File: config.mk
export PLATFORM = sky130hd
export DESIGN_NAME = sweep_command_byte_parser
export DESIGN_NICKNAME = d
export VERILOG_FILES = /design/src/rtl/swp_pkg.sv /design/src/rtl/swp_frac_div.sv /design/src/rtl/swp_datapath.sv /design/src/rtl/swp_ctrl.sv /design/src/rtl/sweep_command_byte_parser.sv
export SDC_FILE = /design/constraint.sdc
export NUM_CORES = 1
export LEC_CHECK = 0
export BUFFER_PORTS_ARGS = -buffer_cell sky130_fd_sc_hd__clkbuf_2
export CORE_ASPECT_RATIO = 2
export CORE_MARGIN = 1
export CORE_UTILIZATION = 53
export CTS_CLUSTER_DIAMETER = 80
export DETAILED_ROUTE_END_ITERATION = 16
export PLACE_DENSITY_LB_ADDON = 0.15
export SLEW_MARGIN = 20
export SYNTH_ARGS = -nofsm -noshare
export SYNTH_HDL_FRONTEND = slang
export SYNTH_SLANG_ARGS = --single-unit
File: constraint.sdc
create_clock -name clk -period 10.9 [get_ports clk]
set_clock_uncertainty 0.2 [all_clocks]
set_input_delay 1.09 -clock clk [delete_from_list [all_inputs] [get_ports clk]]
set_output_delay 1.09 -clock clk [all_outputs]
set_load 0.03 [all_outputs]
File: src/rtl/swp_pkg.sv
package swp_pkg;

  localparam int MAX_CHARS_DEF       = 32;
  localparam int FRAC_BITS_DEF       = 16;
  localparam int MAX_FRAC_DIGITS_DEF = 6;

  localparam int BYTE_W  = 8;
  localparam int VALUE_W = 48;
  localparam int INT_W   = 32;
  localparam int MODE_W  = 2;

  localparam logic [VALUE_W-1:0] VAL_MASK = {VALUE_W{1'b1}};

  localparam int OUT_FIELDS_W = 4 * VALUE_W + MODE_W + 4;
  localparam int OUT_DATA_W   = ((OUT_FIELDS_W + 7) / 8) * 8;

  localparam logic [BYTE_W-1:0] BYTE_DIGIT_MAX = 8'h09;
  localparam logic [BYTE_W-1:0] BYTE_POINT     = 8'h10;
  localparam logic [BYTE_W-1:0] BYTE_TERM      = 8'hFF;
  localparam logic [BYTE_W-1:0] BYTE_LOAD_STRT = 8'h13;
  localparam logic [BYTE_W-1:0] BYTE_LOAD_END  = 8'h14;
  localparam logic [BYTE_W-1:0] BYTE_LOAD_STEP = 8'h15;
  localparam logic [BYTE_W-1:0] BYTE_MODE_ONE  = 8'h16;
  localparam logic [BYTE_W-1:0] BYTE_MODE_ZERO = 8'h17;
  localparam logic [BYTE_W-1:0] BYTE_PRINT     = 8'h18;
  localparam logic [BYTE_W-1:0] BYTE_MODE_TWO  = 8'h19;
  localparam logic [BYTE_W-1:0] BYTE_START     = 8'h20;

  localparam logic [MODE_W-1:0] RUN_MODE_0 = 2'd0;
  localparam logic [MODE_W-1:0] RUN_MODE_1 = 2'd1;
  localparam logic [MODE_W-1:0] RUN_MODE_2 = 2'd2;

  typedef enum logic [1:0] {
    ST_IDLE,
    ST_DIVIDE,
    ST_FINISH,
    ST_PUSH
  } swp_state_t;

  typedef struct packed {
    logic load_byte;
    logic div_start;
    logic finish;
    logic push;
  } swp_cmd_t;

  typedef struct packed {
    logic is_term;
    logic div_done;
  } swp_sts_t;

  function automatic logic [23:0] pow10(input logic [2:0] n);
    logic [23:0] p;
    case (n)
      3'd0:    p = 24'd1;
      3'd1:    p = 24'd10;
      3'd2:    p = 24'd100;
      3'd3:    p = 24'd1000;
      3'd4:    p = 24'd10000;
      3'd5:    p = 24'd100000;
      3'd6:    p = 24'd1000000;
      default: p = 24'd10000000;
    endcase
    return p;
  endfunction

endpackage

File: src/rtl/swp_frac_div.sv
module swp_frac_div import swp_pkg::*; #(
  parameter int FRAC_BITS = FRAC_BITS_DEF,
  parameter int DEN_W     = 20
) (
  input  logic                 clk,
  input  logic                 rst,
  input  logic                 start,
  input  logic [DEN_W-1:0]     numer,
  input  logic [DEN_W-1:0]     denom,
  output logic [FRAC_BITS-1:0] quot,
  output logic                 done
);

  localparam int CNT_W = $clog2(FRAC_BITS);

  logic             busy;
  logic [CNT_W-1:0] cnt;
  logic [DEN_W-1:0] rem;
  logic [DEN_W-1:0] den;
  logic [DEN_W:0]   rem_dbl;
  logic             fits;

  assign rem_dbl = {rem, 1'b0};
  assign fits    = rem_dbl >= {1'b0, den};
  assign done    = busy && (cnt == CNT_W'(FRAC_BITS - 1));

  always_ff @(posedge clk) begin
    if (rst) begin
      busy <= 1'b0;
      cnt  <= '0;
    end else if (start) begin
      busy <= 1'b1;
      cnt  <= '0;
    end else if (busy) begin
      cnt <= cnt + 1'b1;
      if (done) begin
        busy <= 1'b0;
      end
    end
  end

  always_ff @(posedge clk) begin
    if (start) begin
      rem  <= numer;
      den  <= denom;
      quot <= '0;
    end else if (busy) begin
      rem  <= fits ? DEN_W'(rem_dbl - {1'b0, den}) : DEN_W'(rem_dbl);
      quot <= {quot[FRAC_BITS-2:0], fits};
    end
  end

endmodule

File: src/rtl/swp_datapath.sv
module swp_datapath import swp_pkg::*; #(
  parameter int MAX_CHARS       = MAX_CHARS_DEF,
  parameter int FRAC_BITS       = FRAC_BITS_DEF,
  parameter int MAX_FRAC_DIGITS = MAX_FRAC_DIGITS_DEF
) (
  input  logic                  clk,
  input  logic                  rst,
  input  swp_cmd_t              cmd,
  output swp_sts_t              sts,
  input  logic [BYTE_W-1:0]     rx_byte,
  output logic [OUT_DATA_W-1:0] out_data
);

  localparam int CC_W = $clog2(MAX_CHARS + 1);
  localparam int FD_W = $clog2(MAX_FRAC_DIGITS + 1);
  localparam int FA_W = $clog2(pow10(3'(MAX_FRAC_DIGITS)));
  localparam logic [VALUE_W-1:0] INT_MAX = VAL_MASK >> FRAC_BITS;

  logic [CC_W-1:0]      char_count;
  logic                 point_seen;
  logic                 scan_stopped;
  logic [INT_W-1:0]     integer_accum;
  logic                 accum_overflow;
  logic [FA_W-1:0]      fraction_accum;
  logic [FD_W-1:0]      fraction_digits;
  logic [VALUE_W-1:0]   parsed_number;
  logic                 parsed_saturated;
  logic [VALUE_W-1:0]   start_reg;
  logic [VALUE_W-1:0]   end_reg;
  logic [VALUE_W-1:0]   step_reg;
  logic [MODE_W-1:0]    mode_reg;
  logic                 print_latch;
  logic                 start_latch;
  logic                 last_done;

  logic                 room;
  logic [INT_W+3:0]     int_prod;
  logic [FA_W+3:0]      frac_prod;
  logic [FA_W-1:0]      frac_den;
  logic [FRAC_BITS-1:0] frac_quot;
  logic                 div_done;
  logic                 saturate;

  assign room      = char_count < CC_W'(MAX_CHARS);
  assign int_prod  = ({integer_accum, 3'b000} + {2'b00, integer_accum, 1'b0})
                     + (INT_W+4)'(rx_byte[3:0]);
  assign frac_prod = ({fraction_accum, 3'b000} + {2'b00, fraction_accum, 1'b0})
                     + (FA_W+4)'(rx_byte[3:0]);
  assign frac_den  = FA_W'(pow10(3'(fraction_digits)));
  assign saturate  = accum_overflow || ({16'b0, integer_accum} > INT_MAX);

  assign sts.is_term  = rx_byte == BYTE_TERM;
  assign sts.div_done = div_done;

  swp_frac_div #(
    .FRAC_BITS(FRAC_BITS),
    .DEN_W    (FA_W)
  ) u_div (
    .clk  (clk),
    .rst  (rst),
    .start(cmd.div_start),
    .numer(fraction_accum),
    .denom(frac_den),
    .quot (frac_quot),
    .done (div_done)
  );

  always_ff @(posedge clk) begin
    if (rst) begin
      char_count       <= '0;
      point_seen       <= 1'b0;
      scan_stopped     <= 1'b0;
      integer_accum    <= '0;
      accum_overflow   <= 1'b0;
      fraction_accum   <= '0;
      fraction_digits  <= '0;
      parsed_number    <= '0;
      parsed_saturated <= 1'b0;
      start_reg        <= '0;
      end_reg          <= '0;
      step_reg         <= '0;
      mode_reg         <= RUN_MODE_0;
      print_latch      <= 1'b0;
      start_latch      <= 1'b0;
      last_done        <= 1'b0;
    end else if (cmd.finish) begin
      if (saturate) begin
        parsed_number    <= VAL_MASK;
        parsed_saturated <= 1'b1;
      end else begin
        parsed_number    <= (VALUE_W'(integer_accum) << FRAC_BITS) | VALUE_W'(frac_quot);
        parsed_saturated <= 1'b0;
      end
      char_count      <= '0;
      point_seen      <= 1'b0;
      scan_stopped    <= 1'b0;
      integer_accum   <= '0;
      accum_overflow  <= 1'b0;
      fraction_accum  <= '0;
      fraction_digits <= '0;
    end else if (cmd.load_byte) begin
      last_done <= sts.is_term;
      if (rx_byte <= BYTE_DIGIT_MAX) begin
        if (room) begin
          char_count <= char_count + 1'b1;
          if (!scan_stopped) begin
            if (!point_seen) begin
              if (accum_overflow || (int_prod[INT_W+3:INT_W] != 4'b0)) begin
                accum_overflow <= 1'b1;
                integer_accum  <= {INT_W{1'b1}};
              end else begin
                integer_accum <= int_prod[INT_W-1:0];
              end
            end else if (fraction_digits < FD_W'(MAX_FRAC_DIGITS)) begin
              fraction_accum  <= frac_prod[FA_W-1:0];
              fraction_digits <= fraction_digits + 1'b1;
            end
          end
        end
      end else begin
        case (rx_byte)
          BYTE_POINT: begin
            if (room) begin
              char_count <= char_count + 1'b1;
              if (!scan_stopped) begin
                if (point_seen) begin
                  scan_stopped <= 1'b1;
                end else begin
                  point_seen <= 1'b1;
                end
              end
            end
          end
          BYTE_LOAD_STRT: start_reg   <= parsed_number;
          BYTE_LOAD_END:  end_reg     <= parsed_number;
          BYTE_LOAD_STEP: step_reg    <= parsed_number;
          BYTE_PRINT:     print_latch <= 1'b1;
          BYTE_MODE_ONE:  mode_reg    <= RUN_MODE_1;
          BYTE_MODE_ZERO: mode_reg    <= RUN_MODE_0;
          BYTE_MODE_TWO:  mode_reg    <= RUN_MODE_2;
          BYTE_START:     start_latch <= 1'b1;
          default: begin
          end
        endcase
      end
    end
  end

  always_ff @(posedge clk) begin
    if (cmd.push) begin
      out_data <= OUT_DATA_W'({start_latch, print_latch, mode_reg, step_reg, end_reg,
                               start_reg, parsed_saturated, last_done, parsed_number});
    end
  end

endmodule

File: src/rtl/swp_ctrl.sv
module swp_ctrl import swp_pkg::*; (
  input  logic     clk,
  input  logic     rst,
  input  logic     in_valid,
  output logic     in_ready,
  output logic     out_valid,
  input  logic     out_ready,
  input  swp_sts_t sts,
  output swp_cmd_t cmd
);

  swp_state_t state;
  swp_state_t state_next;
  logic       out_valid_next;
  logic       accept;

  assign in_ready = state == ST_IDLE;
  assign accept   = in_valid && in_ready;

  always_ff @(posedge clk) begin
    if (rst) begin
      state     <= ST_IDLE;
      out_valid <= 1'b0;
    end else begin
      state     <= state_next;
      out_valid <= out_valid_next;
    end
  end

  always_comb begin
    state_next    = state;
    cmd.load_byte = 1'b0;
    cmd.div_start = 1'b0;
    cmd.finish    = 1'b0;
    cmd.push      = 1'b0;
    case (state)
      ST_IDLE: begin
        if (accept) begin
          cmd.load_byte = 1'b1;
          if (sts.is_term) begin
            cmd.div_start = 1'b1;
            state_next    = ST_DIVIDE;
          end else begin
            state_next = ST_PUSH;
          end
        end
      end
      ST_DIVIDE: begin
        if (sts.div_done) begin
          state_next = ST_FINISH;
        end
      end
      ST_FINISH: begin
        cmd.finish = 1'b1;
        state_next = ST_PUSH;
      end
      ST_PUSH: begin
        if (!out_valid || out_ready) begin
          cmd.push   = 1'b1;
          state_next = ST_IDLE;
        end
      end
      default: begin
        state_next = ST_IDLE;
      end
    endcase
    out_valid_next = cmd.push ? 1'b1 : (out_valid && !out_ready);
  end

endmodule

File: src/rtl/sweep_command_byte_parser.sv
// Sweep command byte parser.
// The slave channel takes one received byte per transfer in s_tdata. Digit
// and point bytes build a decimal number, the terminator byte converts it to
// unsigned fixed point, and command bytes load the start, end and step
// registers, set the run mode or latch the print and start requests.
// Every input transfer yields exactly one output transfer on the master
// channel carrying the parsed number, its flags, all registers and latches.
// An ordinary byte is accepted in the idle state and written to the output
// register from the push state; the terminator first runs the bit-serial
// fraction divider, which produces one quotient bit per cycle, then the
// finish and push states. s_tready is high only while the parser is idle, so
// a new byte is taken only after the previous result has been pushed.
// The output register holds one finished result; while it waits for the
// receiver the next byte is still accepted and processed, and its result is
// held back until the register is free. A stalled receiver therefore stops
// input after one further byte, and nothing is lost.
// Synchronous reset clears the parse state and every sweep register and latch,
// sets the run mode to zero, and empties the output register without clearing its data.
module sweep_command_byte_parser import swp_pkg::*; #(
  parameter int MAX_CHARS       = MAX_CHARS_DEF,
  parameter int FRAC_BITS       = FRAC_BITS_DEF,
  parameter int MAX_FRAC_DIGITS = MAX_FRAC_DIGITS_DEF
) (
  input  logic                  clk,
  input  logic                  rst,
  input  logic                  s_tvalid,
  output logic                  s_tready,
  // rx_byte [7:0]
  input  logic [BYTE_W-1:0]     s_tdata,
  output logic                  m_tvalid,
  input  logic                  m_tready,
  // number_value [47:0], number_done [48], number_saturated [49],
  // sweep_start [97:50], sweep_end [145:98], sweep_step [193:146],
  // run_mode [195:194], print_request [196], start_request [197], zero [199:198]
  output logic [OUT_DATA_W-1:0] m_tdata
);

  swp_cmd_t cmd;
  swp_sts_t sts;

  swp_ctrl u_ctrl (
    .clk      (clk),
    .rst      (rst),
    .in_valid (s_tvalid),
    .in_ready (s_tready),
    .out_valid(m_tvalid),
    .out_ready(m_tready),
    .sts      (sts),
    .cmd      (cmd)
  );

  swp_datapath #(
    .MAX_CHARS      (MAX_CHARS),
    .FRAC_BITS      (FRAC_BITS),
    .MAX_FRAC_DIGITS(MAX_FRAC_DIGITS)
  ) u_datapath (
    .clk     (clk),
    .rst     (rst),
    .cmd     (cmd),
    .sts     (sts),
    .rx_byte (s_tdata),
    .out_data(m_tdata)
  );

  a_busy_after_accept: assert property (@(posedge clk) disable iff (rst)
    (s_tvalid && s_tready) |=> !s_tready)
    else $error("input accepted while a byte was still being processed");

  a_result_from_busy: assert property (@(posedge clk) disable iff (rst)
    $rose(m_tvalid) |-> $past(!s_tready))
    else $error("result presented without a byte having been processed");

endmodule
==> results of run 1 <==
## cells by family after synthesis
| kind of cell | synth area share [%] |
|---|---|
| other cells | 0.01725 |
| mux | 1.105 |
| simple gates | 13.06 |
| flops | 58.67 |
| compound gates | 13.83 |
| fa+ha+maj | 7.771 |
| buf+inv | 2.890 |
| xor+xnor | 2.659 |
## through the flow
stage	setup WS (ns)	hold slack [ns]	cells
global route	5.557	0.2362	2789
detailed placement	5.203	0.2141	2709
floorplan	0.02504	0.2019	2064
CTS	5.785	0.2236	2789
global placement	5.314	0.2111	2709
finish	5.753	0.2271	2791
## layout make-up
class                      count  share of cell area (%)
antenna                        2                 0.02023
clock buffer                  51                   4.719
clock inverter                29                   1.512
inverter                      46                  0.6980
multi-input combinational   1386                   33.99
sequential                   520                   51.55
tap                          530                   2.681
timing repair buffer         227                   4.830
## worst reg2reg max path: stages (launching register included)
cell,delay (ns)
dfxtp_1,0.35
fa_1,0.56
inv_1,0.07
fa_1,0.45
nand2b_1,0.18
a211o_1,0.29
a21oi_2,0.26
o211a_1,0.26
o21a_1,0.18
o221ai_2,0.11
xnor2_1,0.17
nor4_4,0.86
buf_4,0.43
a31oi_1,0.14
## synth_stat cells, types with 8 or more instances
cell type	count	area share, %
a21oi_1	245	5.6
inv_1	45	0.78
dfxtp_1	286	26
a31oi_2	14	0.81
edfxtp_1	234	32
mux2i_1	24	1.1
nand4_1	16	0.46
nand2_1	375	6.5
nor2b_1	15	0.43
nor2_1	165	2.8
xor2_1	31	1.2
a31oi_1	29	0.83
nand3_1	15	0.35
o21ai_0	65	1.5
xnor2_1	35	1.4
o22ai_1	46	1.3
nor3_1	23	0.53
or2_2	9	0.26
a21o_1	19	0.66
ha_1	127	7.3
a211oi_1	12	0.41
and3_1	10	0.29
clkbuf_1	96	1.7
or3_1	8	0.23
## how the worst min path moves through the flow
stage | slack [ns] | from | to
after floorplan | 0.20 | u_datapath.last_done$_SDFFE_PP0P_ | u_datapath.out_data[48]$_DFFE_PP_
final | 0.23 | u_datapath.start_reg[37]$_SDFFE_PP0P_ | u_datapath.out_data[87]$_DFFE_PP_
after CTS | 0.22 | u_datapath.start_reg[37]$_SDFFE_PP0P_ | u_datapath.out_data[87]$_DFFE_PP_
after global placement | 0.21 | u_datapath.start_reg[24]$_SDFFE_PP0P_ | u_datapath.out_data[74]$_DFFE_PP_
after detailed placement | 0.21 | u_datapath.start_reg[5]$_SDFFE_PP0P_ | u_datapath.out_data[55]$_DFFE_PP_
after global routing | 0.24 | u_datapath.end_reg[37]$_SDFFE_PP0P_ | u_datapath.out_data[135]$_DFFE_PP_
## power by group
part / internal [uW] / switching, uW
sequential: 2250 / 163
clock: 947 / 724
combinational: 167 / 458
## metal layers
| metal | up-vias | wire length [um] |
|---|---|---|
| li1 | 7615 | - |
| met1 | 7497 | 19280 |
| met2 | 440 | 28930 |
| met3 | 167 | 2047 |
| met4 | 0 | 3644 |
| met5 | - | 0 |
==> metrics, run 1 <==
run status=finished clean; DRT Wirelength=53.90 mm; Syn Inst Count=2063; top-level I/O count=~210; TNS Setup=0 ns; Routed Antenna Nets=0; Core Footprint=slightly above 40000 sq um; async set-reset flop share out of synthesis=0%; area used by multi-input combinational logic=8409 sq um; crit path buf inv count=3; Longest Clk Path Bufs=3; Worst Tran Pin Value=1.151 ns; most frequent cells in the layout=nand2_1 (375), dfxtp_1 (286), a21oi_1 (245), edfxtp_1 (234), clkbuf_2 (210); Worst setup SP type=input pin; post-CTS sizing=0; number of synthesized register bits=520; Fill cells=~3400; Area Growth Syn to Fin=13.81%; DR WL/cell=19.31 um; wire length of the first global-routing pass=83.75 mm; Unique masters post-synth=76; CP cell instances=clkbuf_2 -> fa_1 -> inv_1 -> fa_1 -> nand2b_1 -> a211o_1 -> a21oi_2 -> o211a_1 -> o21a_1 -> o221ai_2 -> xnor2_1 -> nor4_4 -> buf_4 -> a31oi_1; Final Cycle Share=47.22%; FF-to-FF Start=u_datapath.integer_accum[0]$_SDFFE_PP0P_; Vias/cell=5.632; sequential cell area=12750 sq um; Largest register FFs=just under 200; CP Class=in -> reg; number of DRC markers in iteration 0=728; Final GP Congestion=0.8957; relative slew slack=a little under a quarter; worst skew pair latency=roughly 0.57 ns; Levels on crit path=14; hold buffer count at cts=0; DRC viols=0; Leak=around 0.0095 uW; DRT Pass-1 Iters=5; Critical Path AT=5.37 ns; GR peak layer=met2; WP data required=11.12 ns; critical path's most frequent cell=fa_1; total CTS buffers=43; Final setup viols=0; synth warn=0; met2 Use GR=48.75%; Final min period=5.147 ns; number of global-route vias before repair=15840; global-route track usage on met1=26.00%; Post-Syn Area per Cell=about 11 sq um; Initial Utilization=53.89%; crit path max fanout=19; fmax=0.1943 GHz; worst r2r dst=u_datapath.integer_accum[5]$_SDFFE_PP0P_; number of flops mapped to enable cells by yosys=234; vias=15720; GRT Overall Usage=roughly a quarter; CTS H-tree lvls=2; Congestion Overflow GR=0; Largest delay share family, worst path=compound AO/OA/AOI/OAI gates; die width=145.2 um; share of post-route cells with drive strength above 1=15.49%; CTS sink cnt=520; antenna violations before repair=0; placed cell areas=between 20000 and 25000 sq um; height of the chip=approximately 290 um; setup fix buffers added after clock tree synthesis=0; HPWL Detailed=37.89 mm; RSZ-0062 raised after global routing=no; max-slew violations=0; die area=approximately 42000 sq um; post-layout util=61.33%; Max-cap violations=0; worst setup path end=u_datapath.integer_accum[5]$_SDFFE_PP0P_; Post-Layout Inst Area=24740 sq um; pin count of the biggest net entering global routing=between 150 and 200; Placement Rows=104; type of the most critical hold path=reg -> reg; Synth Flop Type=dfxtp_1; Root Buffer Master=clkbuf_16; port bufs=211; CP max-delay cell=nor4_4; Mapped Area=21740 sq um; CTS tree=built; commonest non-fill, non-tap cell in the layout=nand2_1; R2R Setup Slk=6.25 ns; Worst Reg-to-Reg Cells=13; Final Hold Vio Count=0; Final Power=roughly 4700 uW; clock-pin slew on the worst setup and hold paths=0.07 ns; nets=2368; global-route met3 utilization=2.859%; Worst Setup SP=s_tdata[3]; CP Capture Type=register; Crit path largest cell delay=between 0.8 and 0.9 ns; Hold Crit Depth=0; Worst VDD drop=between 0.1 and 0.15 mV; post-synthesis sequential area ratio=58.67%; Cell Pwr Density=around 190 nW/um^2; Biggest register=u_datapath.out_data
No activity file was read; power rests on OpenSTA's default activity.
==> inputs of run 2 (changes only) <==
--- a/config.mk
+++ b/config.mk
@@ -8,7 +8,7 @@
 export BUFFER_PORTS_ARGS = -buffer_cell sky130_fd_sc_hd__clkbuf_2
 export CORE_ASPECT_RATIO = 2
 export CORE_MARGIN = 1
-export CORE_UTILIZATION = 53
+export CORE_UTILIZATION = 54
 export CTS_CLUSTER_DIAMETER = 80
 export DETAILED_ROUTE_END_ITERATION = 16
 export PLACE_DENSITY_LB_ADDON = 0.15
==> constraint.sdc (replaced) <==
create_clock -name clk -period 4.95 [get_ports clk]
set_clock_uncertainty 0.2 [all_clocks]
set_input_delay 0.495 -clock clk [delete_from_list [all_inputs] [get_ports clk]]
set_output_delay 0.495 -clock clk [all_outputs]
set_load 0.03 [all_outputs]
==> run 2 against run 1 <==
Non-clock buffer count up 5. Hold slack got worse by 0.15 ns. Clock power grew 100%. Highest routed layer unchanged. Count of clock-buffer cells in the layout up 7.
==> metrics, run 2 (synthesis results as in run 1) <==
run status=finished clean (unchanged); CTS sink cnt=520 (unchanged); Worst VDD drop=0.2564 mV (was 0.1181 mV); hold buffer count at cts=0 (unchanged); Longest Clk Path Bufs=3 (unchanged); RSZ-0062 raised after global routing=no (unchanged); Worst setup SP type=register (was input pin); die width=143.9 um (was 145.2 um); type of the most critical hold path=in -> reg (was reg -> reg); CTS H-tree lvls=2 (unchanged); crit path max fanout=21 (was 19); Largest register FFs=198 (unchanged); Final setup viols=0 (unchanged); fmax=approximately 0.25 GHz; Initial Utilization=54.94% (was 53.89%); GRT Overall Usage=25.87% (was 25.57%); Leak=0.009500 uW (was 0.009541 uW); CTS tree=built (unchanged); clock-pin slew on the worst setup and hold paths=0.06 ns (was 0.07 ns); die area=41110 sq um (was 41880 sq um); Root Buffer Master=clkbuf_16 (unchanged); CP Capture Type=register (unchanged); Final GP Congestion=0.9318 (was 0.8957); most frequent cells in the layout=nand2_1 (375), dfxtp_1 (286), a21oi_1 (245), edfxtp_1 (234), clkbuf_2 (210) (unchanged); wire length of the first global-routing pass=81.62 mm (was 83.75 mm); Worst Tran Pin Value=1.056 ns (was 1.151 ns); DRT Pass-1 Iters=5 (unchanged); Critical Path AT=4.28 ns (was 5.37 ns); Final Cycle Share=82.20%; top-level I/O count=214 (unchanged); Biggest register=u_datapath.out_data (unchanged); Max-cap violations=0 (unchanged); CP max-delay cell=fa_1 (was nor4_4); HPWL Detailed=36.79 mm (was 37.89 mm); post-CTS sizing=0 (unchanged); Post-Layout Inst Area=24640 sq um (was 24740 sq um); Final Hold Vio Count=0 (unchanged); total CTS buffers=43 (unchanged); Final min period=4.069 ns; CP Class=reg -> reg (was in -> reg); commonest non-fill, non-tap cell in the layout=nand2_1 (unchanged); max-slew violations=0 (unchanged); CP cell instances=fa_1 -> inv_1 -> fa_1 -> nand2b_1 -> a211o_1 -> a21oi_2 -> o211a_1 -> o21a_1 -> o221ai_2 -> xnor2_1 -> nor4_4 -> buf_4 -> a31oi_1 (was clkbuf_2 -> fa_1 -> inv_1 -> fa_1 -> nand2b_1 -> a211o_1 -> a21oi_2 -> o211a_1 -> o21a_1 -> o221ai_2 -> xnor2_1 -> nor4_4 -> buf_4 -> a31oi_1); DR WL/cell=18.91 um (was 19.31 um); critical path's most frequent cell=fa_1 (unchanged); number of DRC markers in iteration 0=762 (was 728); Cell Pwr Density=409.9 nW/um^2 (was 190.4 nW/um^2); number of global-route vias before repair=15360 (was 15840); Area Growth Syn to Fin=13.37% (was 13.81%); WP data required=5.16 ns (was 11.12 ns); Vias/cell=5.605 (was 5.632); placed cell areas=23230 sq um (was 23190 sq um); port bufs=211 (unchanged); Routed Antenna Nets=0 (unchanged); Congestion Overflow GR=0 (unchanged); setup fix buffers added after clock tree synthesis=0 (unchanged); DRC viols=0 (unchanged); worst skew pair latency=0.57 ns (about the same); nets=2373 (was 2368); Core Footprint=39560 sq um (was 40340 sq um); antenna violations before repair=0 (unchanged); Crit path largest cell delay=0.54 ns (was 0.86 ns); TNS Setup=0 ns (unchanged); DRT Wirelength=52.74 mm (was 53.90 mm); height of the chip=285.7 um (was 288.4 um); antenna cells=0 (was 2); share of post-route cells with drive strength above 1=15.24% (was 15.49%); vias=15630 (was 15720); relative slew slack=29.61% (was 23.26%); pin count of the biggest net entering global routing=131 (was 199); Placement Rows=103 (was 104)
[run 2: cell types whose count changed in the layout (fill, tap and decap cells not counted), moves of 2 or more]
cell / before / now
clkinv_2: 11 / 6
diode_2: 2 / 0
buf_4: 15 / 19
bufinv_16: 7 / 3
clkinv_1: 2 / 4
clkbuf_1: 3 / 11
[run 2: worst max-delay path, delay by kind of cell, from the launching register on]
family,cells,cell delay (ns)
adder cells (fa/ha/maj),2,0.98
XOR/XNOR,1,0.17
AO/OA/AOI/OAI,6,1.28
flip-flops,1,0.36
buffers and inverters,2,0.43
AND/OR/NAND/NOR,2,0.48
[run 2: area by class of cell]
class                           instances  area (sq um)
Clock buffer                           58          1172
Clock inverter                         22         237.7
Fill cell                            3278         14920
Inverter                               46         172.7
Multi-Input combinational cell       1386          8406
Sequential cell                       520         12750
Tap cell                              525         656.9
Timing Repair Buffer                  232          1245
[run 2: routing by layer]
metal | global-route usage [%] | vias to the layer above | wire [um]
met1 | 26.92 | 7457 | 19080
li1 | - | 7635 | -
met5 | 0 | - | 0
met2 | 49.26 | 407 | 28870
met4 | 14.07 | 0 | 2898
met3 | 2.812 | 132 | 1898
[run 2: report_power, final]
group | switching (uW) | total (uW) | internal (uW)
combinational | 1020 | 1390 | 374
sequential | 341 | 5290 | 4950
clock | 1560 | 3420 | 1860
total | 2920 | 10100 | 7180
[run 2: final timing paths]
path,from,to,slack [ns],depth (start not counted)
worst max register to register,u_datapath.integer_accum[0]$_SDFFE_PP0P_,u_datapath.integer_accum[17]$_SDFFE_PP0P_,0.88,13
worst min register to register,u_datapath.start_reg[26]$_SDFFE_PP0P_,u_datapath.out_data[76]$_DFFE_PP_,0.22,0
worst max-delay path,u_datapath.integer_accum[0]$_SDFFE_PP0P_,u_datapath.integer_accum[17]$_SDFFE_PP0P_,0.88,13
worst min-delay path,s_tdata[5],u_datapath.start_latch$_SDFFE_PP0P_,0.07,3
[run 2: stage by stage]
step                util [%]  total power (uW)  instances  hold WS (ns)  setup slack [ns]
global placement       58.70              6755       2709        0.2106            0.6049
detailed placement     58.71              6789       2709        0.2122            0.5170
floorplan                  -              6273       2064        0.2019            0.7775
CTS                    62.28             10190       2789       0.04702            0.9010
finish                 62.28             10100       2789       0.07260            0.8809
global route           62.28             10490       2789       0.05869            0.6868
